**config.mk**
```make
export PLATFORM = sky130hd
export DESIGN_NAME = circular_list_with_cursor_top_flat
export DESIGN_NICKNAME = d
export VERILOG_FILES = /design/src/hdl/clc_pkg.sv /design/src/hdl/clc_if.sv /design/src/hdl/clc_store.sv /design/src/hdl/clc_engine.sv /design/src/hdl/clc_out_reg.sv /design/src/hdl/circular_list_with_cursor_top.sv /design/src/flat_wrapper.sv
export VERILOG_INCLUDE_DIRS = /design/src /design/src/hdl
export SDC_FILE = /design/constraint.sdc
export NUM_CORES = 1
export LEC_CHECK = 0
export ABC_AREA = 1
export BUFFER_PORTS_ARGS = -buffer_cell sky130_fd_sc_hd__clkbuf_2
export CORE_ASPECT_RATIO = 1.25
export CORE_MARGIN = 2
export CORE_UTILIZATION = 62
export DETAILED_ROUTE_END_ITERATION = 16
export GPL_ROUTABILITY_DRIVEN = 0
export PLACE_DENSITY = 0.8
export SLEW_MARGIN = 25
export SYNTH_ARGS = -nofsm -noshare
export SYNTH_HDL_FRONTEND = slang
export SYNTH_SLANG_ARGS = --single-unit
export TNS_END_PERCENT = 10
```
**constraint.sdc**
```tcl
create_clock -name clk_i -period 5 [get_ports clk_i]
set_clock_uncertainty 0.2 [all_clocks]
set_input_delay 1 -clock clk_i [delete_from_list [all_inputs] [get_ports clk_i]]
set_output_delay 1 -clock clk_i [all_outputs]
set_load 0.005 [all_outputs]
```
**src/hdl/assert_macros.svh**
```systemverilog
// assertion macros shared by the circular list rtl
// expects clk_i and rst_ni in the scope of each use
`ifndef ASSERT_MACROS_SVH
`define ASSERT_MACROS_SVH

// condition holds at every clock edge out of reset
`define CLC_ASSERT(label, cond, msg) \
  label: assert property (@(posedge clk_i) disable iff (!rst_ni) (cond)) \
    else $error(msg);

// consequent holds in the cycle after the antecedent
`define CLC_ASSERT_NEXT(label, pre, post, msg) \
  label: assert property (@(posedge clk_i) disable iff (!rst_ni) (pre) |=> (post)) \
    else $error(msg);

`endif

```
**src/hdl/clc_pkg.sv**
```systemverilog
// package for the circular list with cursor: operation codes and result type
// no dependencies
`default_nettype none

package clc_pkg;

  // width of the data fields on the channels
  localparam int DATA_W = 32;

  typedef enum logic [1:0] {
    FUNC_INSERT  = 2'd0,
    FUNC_REMOVE  = 2'd1,
    FUNC_ADVANCE = 2'd2,
    FUNC_READ    = 2'd3
  } func_e;

  typedef struct packed {
    logic [DATA_W-1:0] front_word;
    logic [DATA_W-1:0] back_word;
    logic              is_empty;
    logic              is_full;
    logic              fault;
  } res_t;

endpackage

`default_nettype wire

```
**src/hdl/clc_if.sv**
```systemverilog
// channel interfaces of the circular list: operation items in, results out
// depends on clc_pkg
`default_nettype none

interface clc_in_if;
  logic                       valid;
  logic                       ready;
  logic [1:0]                 func;
  logic [clc_pkg::DATA_W-1:0] value;

  modport source (output valid, output func, output value, input ready);
  modport sink (input valid, input func, input value, output ready);
endinterface

interface clc_out_if;
  logic                       valid;
  logic                       ready;
  logic [clc_pkg::DATA_W-1:0] front_word;
  logic [clc_pkg::DATA_W-1:0] back_word;
  logic                       is_empty;
  logic                       is_full;
  logic                       fault;

  modport source (output valid, output front_word, output back_word, output is_empty,
                  output is_full, output fault, input ready);
  modport sink (input valid, input front_word, input back_word, input is_empty,
                input is_full, input fault, output ready);
endinterface

`default_nettype wire

```
**src/hdl/clc_store.sv**
```systemverilog
// element store of the circular list: one write port, one registered read port
// read returns the word being written in the same cycle when the addresses match
`default_nettype none

module clc_store #(
  parameter int DEPTH     = 16,
  parameter int WORD_BITS = 32,
  localparam int PTR_W    = $clog2(DEPTH)
) (
  input  wire logic                 clk_i,
  input  wire logic                 wr_en_i,
  input  wire logic [PTR_W-1:0]     wr_addr_i,
  input  wire logic [WORD_BITS-1:0] wr_data_i,
  input  wire logic [PTR_W-1:0]     rd_addr_i,
  output logic      [WORD_BITS-1:0] rd_data_o
);

  logic [WORD_BITS-1:0] mem [DEPTH];
  logic [WORD_BITS-1:0] rd_q;

  // write port
  always_ff @(posedge clk_i) begin
    if (wr_en_i) begin
      mem[wr_addr_i] <= wr_data_i;
    end
  end

  // read port with write-through on a matching address
  always_ff @(posedge clk_i) begin
    if (wr_en_i && (wr_addr_i == rd_addr_i)) begin
      rd_q <= wr_data_i;
    end else begin
      rd_q <= mem[rd_addr_i];
    end
  end

  assign rd_data_o = rd_q;

endmodule

`default_nettype wire

```
**src/hdl/clc_engine.sv**
```systemverilog
// input register and list state of the circular list: pointer, count,
// front and back words, and the next-state logic for one item per cycle while the result register is free
// depends on clc_pkg, clc_if and assert_macros.svh
`default_nettype none
`include "assert_macros.svh"

module clc_engine #(
  parameter int DEPTH     = 16,
  parameter int WORD_BITS = 32,
  localparam int PTR_W    = $clog2(DEPTH)
) (
  input  wire logic                 clk_i,
  input  wire logic                 rst_ni,
  clc_in_if.sink                    in_i,
  input  wire logic                 out_free_i,
  output logic                      load_o,
  output clc_pkg::res_t             res_o,
  output logic                      wr_en_o,
  output logic      [PTR_W-1:0]     wr_addr_o,
  output logic      [WORD_BITS-1:0] wr_data_o,
  output logic      [PTR_W-1:0]     rd_addr_o,
  input  wire logic [WORD_BITS-1:0] rd_data_i
);

  localparam int CNT_W = $clog2(DEPTH + 1);
  localparam int CW    = (WORD_BITS < clc_pkg::DATA_W) ? WORD_BITS : clc_pkg::DATA_W;

  // wrapped increment of a store index
  function automatic logic [PTR_W-1:0] ptr_inc(input logic [PTR_W-1:0] p);
    return (p == PTR_W'(DEPTH - 1)) ? '0 : p + PTR_W'(1);
  endfunction

  // stored word to port width
  function automatic logic [clc_pkg::DATA_W-1:0] to_port(input logic [WORD_BITS-1:0] w);
    logic [clc_pkg::DATA_W-1:0] r;
    r = '0;
    r[CW-1:0] = w[CW-1:0];
    return r;
  endfunction

  logic                  in_valid_q;
  clc_pkg::func_e        func_q;
  logic [clc_pkg::DATA_W-1:0] value_q;
  logic                  fire;

  logic [PTR_W-1:0]      fp_q, fp_d, fp_dec, fp_inc, past_back;
  logic [CNT_W-1:0]      cnt_q, cnt_d;
  logic [WORD_BITS-1:0]  front_q, front_d, back_q, back_d, word_in;
  logic [CNT_W:0]        pb_sum, pb_wrap;
  logic                  cnt_zero, cnt_full, cnt_one, fault;
  logic                  empty_d;

  // input register: takes an item whenever it is empty or being drained
  assign fire       = in_valid_q && out_free_i;
  assign in_i.ready = !in_valid_q || fire;

  always_ff @(posedge clk_i or negedge rst_ni) begin
    if (!rst_ni) begin
      in_valid_q <= 1'b0;
    end else if (in_i.ready) begin
      in_valid_q <= in_i.valid;
    end
  end

  always_ff @(posedge clk_i) begin
    if (in_i.valid && in_i.ready) begin
      func_q  <= clc_pkg::func_e'(in_i.func);
      value_q <= in_i.value;
    end
  end

  // neighbor indexes of the ring
  assign cnt_zero = (cnt_q == '0);
  assign cnt_full = (cnt_q == CNT_W'(DEPTH));
  assign cnt_one  = (cnt_q == CNT_W'(1));
  assign fp_dec   = (fp_q == '0) ? PTR_W'(DEPTH - 1) : fp_q - PTR_W'(1);
  assign fp_inc   = ptr_inc(fp_q);
  assign pb_sum   = (CNT_W + 1)'(fp_q) + (CNT_W + 1)'(cnt_q);
  assign pb_wrap  = (pb_sum >= (CNT_W + 1)'(DEPTH)) ? pb_sum - (CNT_W + 1)'(DEPTH) : pb_sum;
  assign past_back = pb_wrap[PTR_W-1:0];

  // data word held to the stored width
  always_comb begin
    word_in = '0;
    word_in[CW-1:0] = value_q[CW-1:0];
  end

  // next state for the item in the input register
  always_comb begin
    fp_d      = fp_q;
    cnt_d     = cnt_q;
    front_d   = front_q;
    back_d    = back_q;
    fault     = 1'b0;
    wr_en_o   = 1'b0;
    wr_addr_o = fp_dec;
    wr_data_o = word_in;
    if (fire) begin
      case (func_q)
        clc_pkg::FUNC_INSERT: begin
          if (cnt_full) begin
            fault = 1'b1;
          end else begin
            fp_d    = fp_dec;
            cnt_d   = cnt_q + CNT_W'(1);
            front_d = word_in;
            wr_en_o = 1'b1;
            if (cnt_zero) begin
              back_d = word_in;
            end
          end
        end
        clc_pkg::FUNC_REMOVE: begin
          if (cnt_zero) begin
            fault = 1'b1;
          end else begin
            fp_d    = fp_inc;
            cnt_d   = cnt_q - CNT_W'(1);
            front_d = rd_data_i;
          end
        end
        clc_pkg::FUNC_ADVANCE: begin
          if (cnt_zero) begin
            fault = 1'b1;
          end else begin
            fp_d      = fp_inc;
            wr_en_o   = 1'b1;
            wr_addr_o = past_back;
            wr_data_o = front_q;
            if (!cnt_one) begin
              front_d = rd_data_i;
              back_d  = front_q;
            end
          end
        end
        clc_pkg::FUNC_READ: begin
        end
        default: begin
        end
      endcase
    end
  end

  // prefetch the entry after the front of the next state
  assign rd_addr_o = ptr_inc(fp_d);

  // list state
  always_ff @(posedge clk_i or negedge rst_ni) begin
    if (!rst_ni) begin
      fp_q  <= '0;
      cnt_q <= '0;
    end else begin
      fp_q  <= fp_d;
      cnt_q <= cnt_d;
    end
  end

  always_ff @(posedge clk_i) begin
    front_q <= front_d;
    back_q  <= back_d;
  end

  // result of the item
  assign empty_d = (cnt_d == '0);
  assign load_o  = fire;

  always_comb begin
    res_o.front_word = empty_d ? '0 : to_port(front_d);
    res_o.back_word  = empty_d ? '0 : to_port(back_d);
    res_o.is_empty   = empty_d;
    res_o.is_full    = (cnt_d == CNT_W'(DEPTH));
    res_o.fault      = fault;
  end

  `CLC_ASSERT(a_cnt_range, cnt_q <= CNT_W'(DEPTH), "element count beyond depth")
  `CLC_ASSERT(a_ptr_range, fp_q <= PTR_W'(DEPTH - 1), "front pointer outside store")
  `CLC_ASSERT_NEXT(a_fault_hold, fire && fault, $stable(cnt_q) && $stable(fp_q), "refused item changed list")

endmodule

`default_nettype wire

```
**src/hdl/clc_out_reg.sv**
```systemverilog
// result register of the circular list, drives the output channel
// depends on clc_pkg, clc_if and assert_macros.svh
`default_nettype none
`include "assert_macros.svh"

module clc_out_reg (
  input  wire logic          clk_i,
  input  wire logic          rst_ni,
  input  wire logic          load_i,
  input  clc_pkg::res_t      res_i,
  output logic               out_free_o,
  clc_out_if.source          out_o
);

  logic          valid_q;
  clc_pkg::res_t res_q;

  // free when empty or being taken this cycle
  assign out_free_o = !valid_q || out_o.ready;

  always_ff @(posedge clk_i or negedge rst_ni) begin
    if (!rst_ni) begin
      valid_q <= 1'b0;
    end else if (load_i) begin
      valid_q <= 1'b1;
    end else if (out_o.ready) begin
      valid_q <= 1'b0;
    end
  end

  always_ff @(posedge clk_i) begin
    if (load_i) begin
      res_q <= res_i;
    end
  end

  // channel drive
  assign out_o.valid      = valid_q;
  assign out_o.front_word = res_q.front_word;
  assign out_o.back_word  = res_q.back_word;
  assign out_o.is_empty   = res_q.is_empty;
  assign out_o.is_full    = res_q.is_full;
  assign out_o.fault      = res_q.fault;

  `CLC_ASSERT(a_no_overwrite, !load_i || !valid_q || out_o.ready, "result overwritten before taken")

endmodule

`default_nettype wire

```
**src/hdl/circular_list_with_cursor_top.sv**
```systemverilog
// Circular list with cursor: a bounded ring of DEPTH data words.
// The back element sits at the cursor, the front element follows it.
// in_i carries one operation per item (func: insert at front, remove front,
// advance cursor, read only; value: word to insert). out_o carries one
// result per item: front and back words after the operation (zero when empty),
// empty and full flags, and a fault flag for a refused operation (remove or
// advance on an empty list, insert into a full one); a refused item leaves
// the list as it was.
// Throughput: one item per cycle while the receiver takes results. The state
// update of an item and the prefetch of the entry after the new front complete
// together, through one write port and one registered read port on the store.
// An accepted item is held in the input register, then its result is registered.
// Reset empties the list at once (pointer and count cleared); no clearing
// pass runs over the store. A stalled receiver holds the result register;
// one more item is still taken into the input register, then in_i.ready drops.
// depends on clc_pkg, clc_if, clc_store, clc_engine, clc_out_reg
`default_nettype none

module circular_list_with_cursor_top #(
  parameter int DEPTH     = 16,
  parameter int WORD_BITS = 32
) (
  input  wire logic clk_i,
  input  wire logic rst_ni,
  clc_in_if.sink    in_i,
  clc_out_if.source out_o
);

  localparam int PTR_W = $clog2(DEPTH);

  logic                 out_free;
  logic                 load;
  clc_pkg::res_t        res;
  logic                 wr_en;
  logic [PTR_W-1:0]     wr_addr, rd_addr;
  logic [WORD_BITS-1:0] wr_data, rd_data;

  // list state and next-state logic
  clc_engine #(
    .DEPTH     (DEPTH),
    .WORD_BITS (WORD_BITS)
  ) u_engine (
    .clk_i      (clk_i),
    .rst_ni     (rst_ni),
    .in_i       (in_i),
    .out_free_i (out_free),
    .load_o     (load),
    .res_o      (res),
    .wr_en_o    (wr_en),
    .wr_addr_o  (wr_addr),
    .wr_data_o  (wr_data),
    .rd_addr_o  (rd_addr),
    .rd_data_i  (rd_data)
  );

  // element store
  clc_store #(
    .DEPTH     (DEPTH),
    .WORD_BITS (WORD_BITS)
  ) u_store (
    .clk_i     (clk_i),
    .wr_en_i   (wr_en),
    .wr_addr_i (wr_addr),
    .wr_data_i (wr_data),
    .rd_addr_i (rd_addr),
    .rd_data_o (rd_data)
  );

  // result register
  clc_out_reg u_out_reg (
    .clk_i      (clk_i),
    .rst_ni     (rst_ni),
    .load_i     (load),
    .res_i      (res),
    .out_free_o (out_free),
    .out_o      (out_o)
  );

endmodule

`default_nettype wire
```
**src/flat_wrapper.sv**
```systemverilog
// flat-port wrapper written by rule: the top's interface ports become plain ports
module circular_list_with_cursor_top_flat 
#(
  parameter int DEPTH     = 16,
  parameter int WORD_BITS = 32
)
  (clk_i, rst_ni, in_i_valid, in_i_func, in_i_value, in_i_ready, out_o_valid, out_o_front_word, out_o_back_word, out_o_is_empty, out_o_is_full, out_o_fault, out_o_ready);
  clc_in_if in_i_i ();
  clc_out_if out_o_i ();
  input  wire logic clk_i;
  input  wire logic rst_ni;
  input wire logic [$bits(in_i_i.valid)-1:0] in_i_valid;
  input wire logic [$bits(in_i_i.func)-1:0] in_i_func;
  input wire logic [$bits(in_i_i.value)-1:0] in_i_value;
  output wire logic [$bits(in_i_i.ready)-1:0] in_i_ready;
  output wire logic [$bits(out_o_i.valid)-1:0] out_o_valid;
  output wire logic [$bits(out_o_i.front_word)-1:0] out_o_front_word;
  output wire logic [$bits(out_o_i.back_word)-1:0] out_o_back_word;
  output wire logic [$bits(out_o_i.is_empty)-1:0] out_o_is_empty;
  output wire logic [$bits(out_o_i.is_full)-1:0] out_o_is_full;
  output wire logic [$bits(out_o_i.fault)-1:0] out_o_fault;
  input wire logic [$bits(out_o_i.ready)-1:0] out_o_ready;
  assign in_i_i.valid = in_i_valid;
  assign in_i_i.func = in_i_func;
  assign in_i_i.value = in_i_value;
  assign in_i_ready = in_i_i.ready;
  assign out_o_valid = out_o_i.valid;
  assign out_o_front_word = out_o_i.front_word;
  assign out_o_back_word = out_o_i.back_word;
  assign out_o_is_empty = out_o_i.is_empty;
  assign out_o_is_full = out_o_i.is_full;
  assign out_o_fault = out_o_i.fault;
  assign out_o_i.ready = out_o_ready;
  circular_list_with_cursor_top #(.DEPTH(DEPTH), .WORD_BITS(WORD_BITS)) u_core (.clk_i(clk_i), .rst_ni(rst_ni), .in_i(in_i_i), .out_o(out_o_i));
endmodule
```
* Yosys cells after proc, flatten, opt, wreduce, memory -nomap -nowiden
Memories as Yosys holds them, arrays and structs flattened. A register that Yosys moved wholly into a read port is not among the register bits. Cells that the tools add are included.
Cells by class: add/sub/neg operators 7, $lt $le $gt $ge 1, equal/unequal tests 7, multiplexer cells 41, reductions and logical operators 12
Operators with widths (count):
- $mux 32 | 13
- $pmux 32 s3 | 1
- $pmux 32 s2 | 1
- $mux 4 | 10
- $mux 5 | 3
- $eq 5x5->1 const B | 2
- $logic_not 5->1 | 2
- $pmux 5 s2 | 1
- $mux 1 | 9
- $add 4x1->4 const B | 2
- $eq 4x4->1 const B | 2
- $pmux 4 s2 | 1
- $sub 4x1->4 const B | 2
- $add 4x5->6 | 1
- $ge 6x5->1 const B | 1
- $add 5x1->5 const B | 1
- $eq 5x1->1 const B | 1
- $sub 5x1->5 const B | 1
- $logic_not 4->1 | 1
- $pmux 1 s2 | 2
- $eq 2x1->1 const B | 1
- $eq 2x2->1 const B | 1
- $logic_and 1x1->1 | 2
- $logic_not 1->1 | 2
- other kinds (4) | 5
Storage, ports and cells: bits in registers 176, RAM bits 512, input port bits 38, memories 1
Memories:
- u_core.u_store.mem | depth 16, width 32, read ports 1, clocked after Yosys merged registers in 1, write ports 1, RTL line clc_store.sv:18 | logic [WORD_BITS-1:0] mem [DEPTH];

* Logic depth before layout (Yosys ltp)
depth in word-level cells 7, mapped depth 16

* Hierarchy
Synthesis repeated with hierarchy kept, for this count alone.
Second synthesis, totals: cells, all modules 3051, area, all modules 30604.4 µm²
By module, submodules not included:
- clc_store | instances 1, cells an instance 2092, area each 22170.0 µm²
- clc_engine | instances 1, cells an instance 887, area each 6377.4 µm²
- clc_out_reg | instances 1, cells an instance 72, area each 2057.0 µm²

* Worst setup path before layout
No wires, ideal clock.
path type input to register, start point input port out_o_ready, end point register u_core.u_out_reg.res_q, in the netlist u_core.u_out_reg.out_o.back_word[31] (data pin), setup time 0.125 ns, data arrival time 3.899 ns, data required time 4.675 ns, setup slack 0.775 ns, stages 9, cell sequence inv_1 -> nand2_1 -> nand2_1 -> inv_2 -> buf_1 -> nand4_1 -> nand3_1 -> nand2_1 -> inv_2
RTL lines:
- start: declaration | RTL line flat_wrapper.sv:22 | input wire logic [$bits(out_o_i.ready)-1:0] out_o_ready;
- $logic_or 1x1->1 | RTL line clc_out_reg.sv:19 | assign out_free_o = !valid_q || out_o.ready;
- $logic_and 1x1->1 | RTL line clc_engine.sv:54 | assign fire = in_valid_q && out_free_i;
- named net u_core.load | RTL line circular_list_with_cursor_top.sv:32 | logic load;
- $mux 32 | RTL line clc_engine.sv:98 | if (fire) begin
- named net u_core.u_engine.back_d[31] | RTL line clc_engine.sv:48 | logic [WORD_BITS-1:0] front_q, front_d, back_q, back_d, word_in;
- end signal: assignment | RTL line clc_out_reg.sv:33 | res_q <= res_i;
- end: declaration | RTL line clc_out_reg.sv:16 | clc_pkg::res_t res_q;
The timed path passes the listed nets, and every way through them passes these cells. A chain may end at the register's enable or synchronous reset.

* Final worst setup path
start point register u_core.u_engine.cnt_q[1], end point memory u_core.u_store.mem[3][11] (enable)
Between the ends: cells in the longest elaborated chain, start to end 6
RTL lines:
- start: declaration | RTL line clc_engine.sv:47 | logic [CNT_W-1:0] cnt_q, cnt_d;
- start signal: assignment | RTL line clc_engine.sv:154 | cnt_q <= cnt_d;
- $add 4x5->6, or another cell as far along | RTL line clc_engine.sv:78 | assign pb_sum = (CNT_W + 1)'(fp_q) + (CNT_W + 1)'(cnt_q);
- $ge 6x5->1, or another cell as far along | RTL line clc_engine.sv:79 | assign pb_wrap = (pb_sum >= (CNT_W + 1)'(DEPTH)) ? pb_sum - (CNT_W + 1)'(DEPTH) : pb_sum;
- $mux 4 / $pmux 1 s2 (equally long branches) | RTL line clc_engine.sv:79, clc_engine.sv:99
- $mux 4 / $mux 1 (equally long branches) | RTL line clc_engine.sv:123, clc_engine.sv:98
- $mux 4 / $mux 1 (equally long branches) | RTL line clc_engine.sv:99, clc_store.sv:23
- $mux 4 / $mux 1 (equally long branches) | RTL line clc_engine.sv:98, clc_store.sv:24
- end: declaration | RTL line clc_store.sv:18
Parallel ways exist; a longest one is shown, timed or not.

==> metrics.md <==
| Metric | Value |
|---|---|
| Outcome | finished, final reports clean |
| Gate Count Post-Synth | 2660 |
| Sink Count | 692 |
| Crit-path max FO | 40 |
| Number of synthesized register bits | 692 |
| Worst VDD drop | 0.0004214 V |
| Vias per cell | 5.974 |
| Hold slack | 0.07623 ns |
| Crit path cell chain | inv_1 > ha_1 > nand3_4 > nand2_2 > inv_1 > or2_2 > o21ai_0 > nand3_1 > nor2_4 > buf_4 |
| Synthesis-to-finish area growth | 11.20% |
| Core ar. | 0.04528 mm² |
| Syn avg cell area | 10.72 µm² |
| CP endpoint | u_core.u_store.mem[3][11] |
| FMAX | 251.7 MHz |
| Final setup viols | 0 |
| Global Route Usage Sum | 28.63% |
| Required @ worst endpoint | 5.03 ns |
| Total power draw | 18.19 mW |
| RSZ-0062 raised after global routing | false |
| RR Startpoint | u_core.u_engine.cnt_q[1] |
| Iteration-0 DRC Markers | 2802 |
| Pre-antenna DRT Iters | 7 |
| Crit path largest cell delay | 0.49 ns |
| Max-slew violation count | 0 |
| Max Cap Violations | 0 |
| Largest net degree at the start of global routing | 206 |
| Worst Path Arrival | 4.00 ns |
| Synthesized cell area | 0.02853 mm² |
| Final Hold Fails | 0 |
| Max_slew headroom | 28.74% |
| Worst min path class | input port to asynchronous set/reset pin |
| Die Area | 0.04775 mm² |
| Row count | 87 |
| CTS tree | done |
| Worst setup path startpoint | u_core.u_engine.cnt_q[1] |
| Pwr/cell area | 573.3 mW/mm² |
| Antenna violations before repair | 0 |
| Worst-margin pin slew | 1.069 ns |
| Grt ovf | 0 |
| Via Count | 20065 |
| Number of hold buffers added after CTS | 0 |
| Critical path startpoint category | flop |
| Antenna-violating nets left | 0 |
| Initial Utilization | 62.99% |
| Leakage | 12.79 nW |
| Cell area after layout | 0.03172 mm² |
| Root Buffer | clkbuf_16 |
| Cells on worst reg2reg path | 10 |
| Worst-Skew Late Latency | 0.61 ns |
| Crit Reg-Reg Endpoint | u_core.u_store.mem[3][11] |
| Register area | 0.02005 mm² |
| WS Path Type | flop to flop |
| Port bufs | 106 |
| Synth top area cells | edfxtp_1 65%, nand2_1 14%, nand3_1 7.1% |
| Share of cells above drive strength 1 | 11.15% |
| Fillers | 2979 |
| Drt total wl | 67.98 mm |
| Placed cells | 3254 |
| Post-synth cell types | 34 |
| Period utilization | 79.47% |
| Critical Path Sink Type | flop |
| Num ports | 107 |
| Die Span Y | 243.8 µm |
| Clk pin slew, worst setup/hold paths | 0.07 ns |
| Most used cell, CP | inv_1 |
| H-Tree Level Count | 2 |
| Area of the multi-input gates | 0.007445 mm² |
| Most frequent cells in the layout | 1055 x nand2_1, 613 x edfxtp_1, 407 x nand3_1 |
| Synthesized net count | 2713 |
| # diodes | 0 |
| Via count of the first global-routing pass | 19518 |
| Synth area leader | edfxtp_1 |
| Post-route setup TNS | 0 ns |
| Min cycle time layout | 3.974 ns |
| Final non-filler cell total | 3359 |
| Sequential area share after synthesis | 70.27% |
| Longest Clk Path Bufs | 3 |
| Cts bufs inserted | 59 |
| Synth top area share | 64.53% |
| Slowest CP cell | buf_4 |
| Most common cell after layout, fill and taps aside | nand2_1 |
| R2r setup slk | 1.03 ns |
| DP HPWL | 42.19 mm |
| Synth warn | 0 |
| Wirelength per Cell | 20.24 µm |
| Post-CTS Setup Bufs | 0 |
| Post-CTS sizing | 0 |
| Dpl cell area | 0.02981 mm² |
| Nets | 2790 |
| DIE WIDTH | 195.9 µm |
| Drt drc | 0 |
| Global-route wire length before repair | 106.5 mm |
## stage by stage
step                      utilization, %  setup slack (ns)
after floorplan                        -            0.7754
after global placement             65.78             1.092
after detailed placement           65.82             1.043
after CTS                          70.05             1.072
after global routing               70.05            0.8108
final                              70.05             1.026
## power breakdown
part	total [mW]	internal, mW	switching (mW)
sequential	7.74	7.28	0.467
combinational	5.90	1.63	4.27
clock	4.55	2.55	1.99
## layout make-up
type                       instances  area share [%]
timing repair buffer             169           3.361
tap                              578           2.280
clock buffer                      84           5.337
clock inverter                    21          0.6982
inverter                         136           1.637
multi-input combinational       1679           23.47
sequential                       692           63.22
## flip-flops by register name, indices dropped and copies added (netlist names), named ones only
signal and count:
u_core.u_engine.fp_q 4, u_core.u_out_reg.out_o.valid 1, u_core.u_engine.in_valid_q 1, u_core.u_out_reg.out_o.back_word 32
u_core.u_engine.front_q 32, u_core.u_engine.value_q 32, u_core.u_store.mem 512, u_core.u_out_reg.out_o.fault 1
u_core.u_engine.cnt_q 5, u_core.u_engine.back_q 32, u_core.u_engine.func_q 2, u_core.u_out_reg.out_o.front_word 32
u_core.u_out_reg.out_o.is_full 1, u_core.u_out_reg.out_o.is_empty 1
## how the worst min path moves through the flow
stage / from / to / slack (ns)
global placement: u_core.u_engine.back_q[26] / u_core.u_engine.back_q[26] / 0.25
floorplan: u_core.u_engine.back_q[0] / u_core.u_engine.back_q[0] / 0.24
detailed placement: u_core.u_engine.back_q[15] / u_core.u_engine.back_q[15] / 0.26
global route: rst_ni / u_core.u_engine.cnt_q[2] / 0.08
CTS: rst_ni / u_core.u_engine.cnt_q[4] / 0.07
finish: rst_ni / u_core.u_engine.in_valid_q / 0.08
## per-layer routing
layer	vias up	global-route usage [%]	routed length, µm
li1	9150	-	-
met2	1305	47.08	32640
met3	179	4.859	7237
met1	9431	39.23	25950
met5	-	0	0
met4	0	9.581	2152
## synthesized netlist by cell type
master    count
a21boi_1      1
o211ai_1      2
dfrtp_1      11
o21ai_2       1
inv_2        18
xor2_1        5
nor2_2        2
nand3_4       1
a21oi_1       7
xnor2_1       4
buf_6         8
ha_1         14
inv_1       118
buf_1        15
nand3_1     407
nand2_2       3
or2_1         1
o22ai_1       1
fa_1          1
a31oi_1      31
a21boi_0      1
clkbuf_1     94
o21ai_1       1
nor2_1       28
edfxtp_1    613
buf_2        36
nand2_1    1057
dfxtp_1      68
or2_2         1
nor3_1       32
nor2_4        1
nand4_1       5
nand3_2       1
o21ai_0      71
## cell families after synthesis
family,count (synthesis),share of synthesized area [%]
and+or+nand+nor,1539,22.38
buffers and inverters,289,4.171
DFF,692,70.27
AOI/OAI and AO/OA,116,2.224
adders and majority gates,15,0.6843
xor gates and xnor gates,9,0.2763
## worst max-delay path: cells and delay by family (launching register included)
| kind | cells | cell delay [ns] |
|---|---|---|
| AO/OA/AOI/OAI | 1 | 0.16 |
| adder cells (fa/ha/maj) | 1 | 0.28 |
| buffers and inverters | 3 | 0.76 |
| flip-flops | 1 | 0.47 |
| AND/OR/NAND/NOR | 5 | 1.70 |
Note: power is estimated with default switching activity, not from simulation.
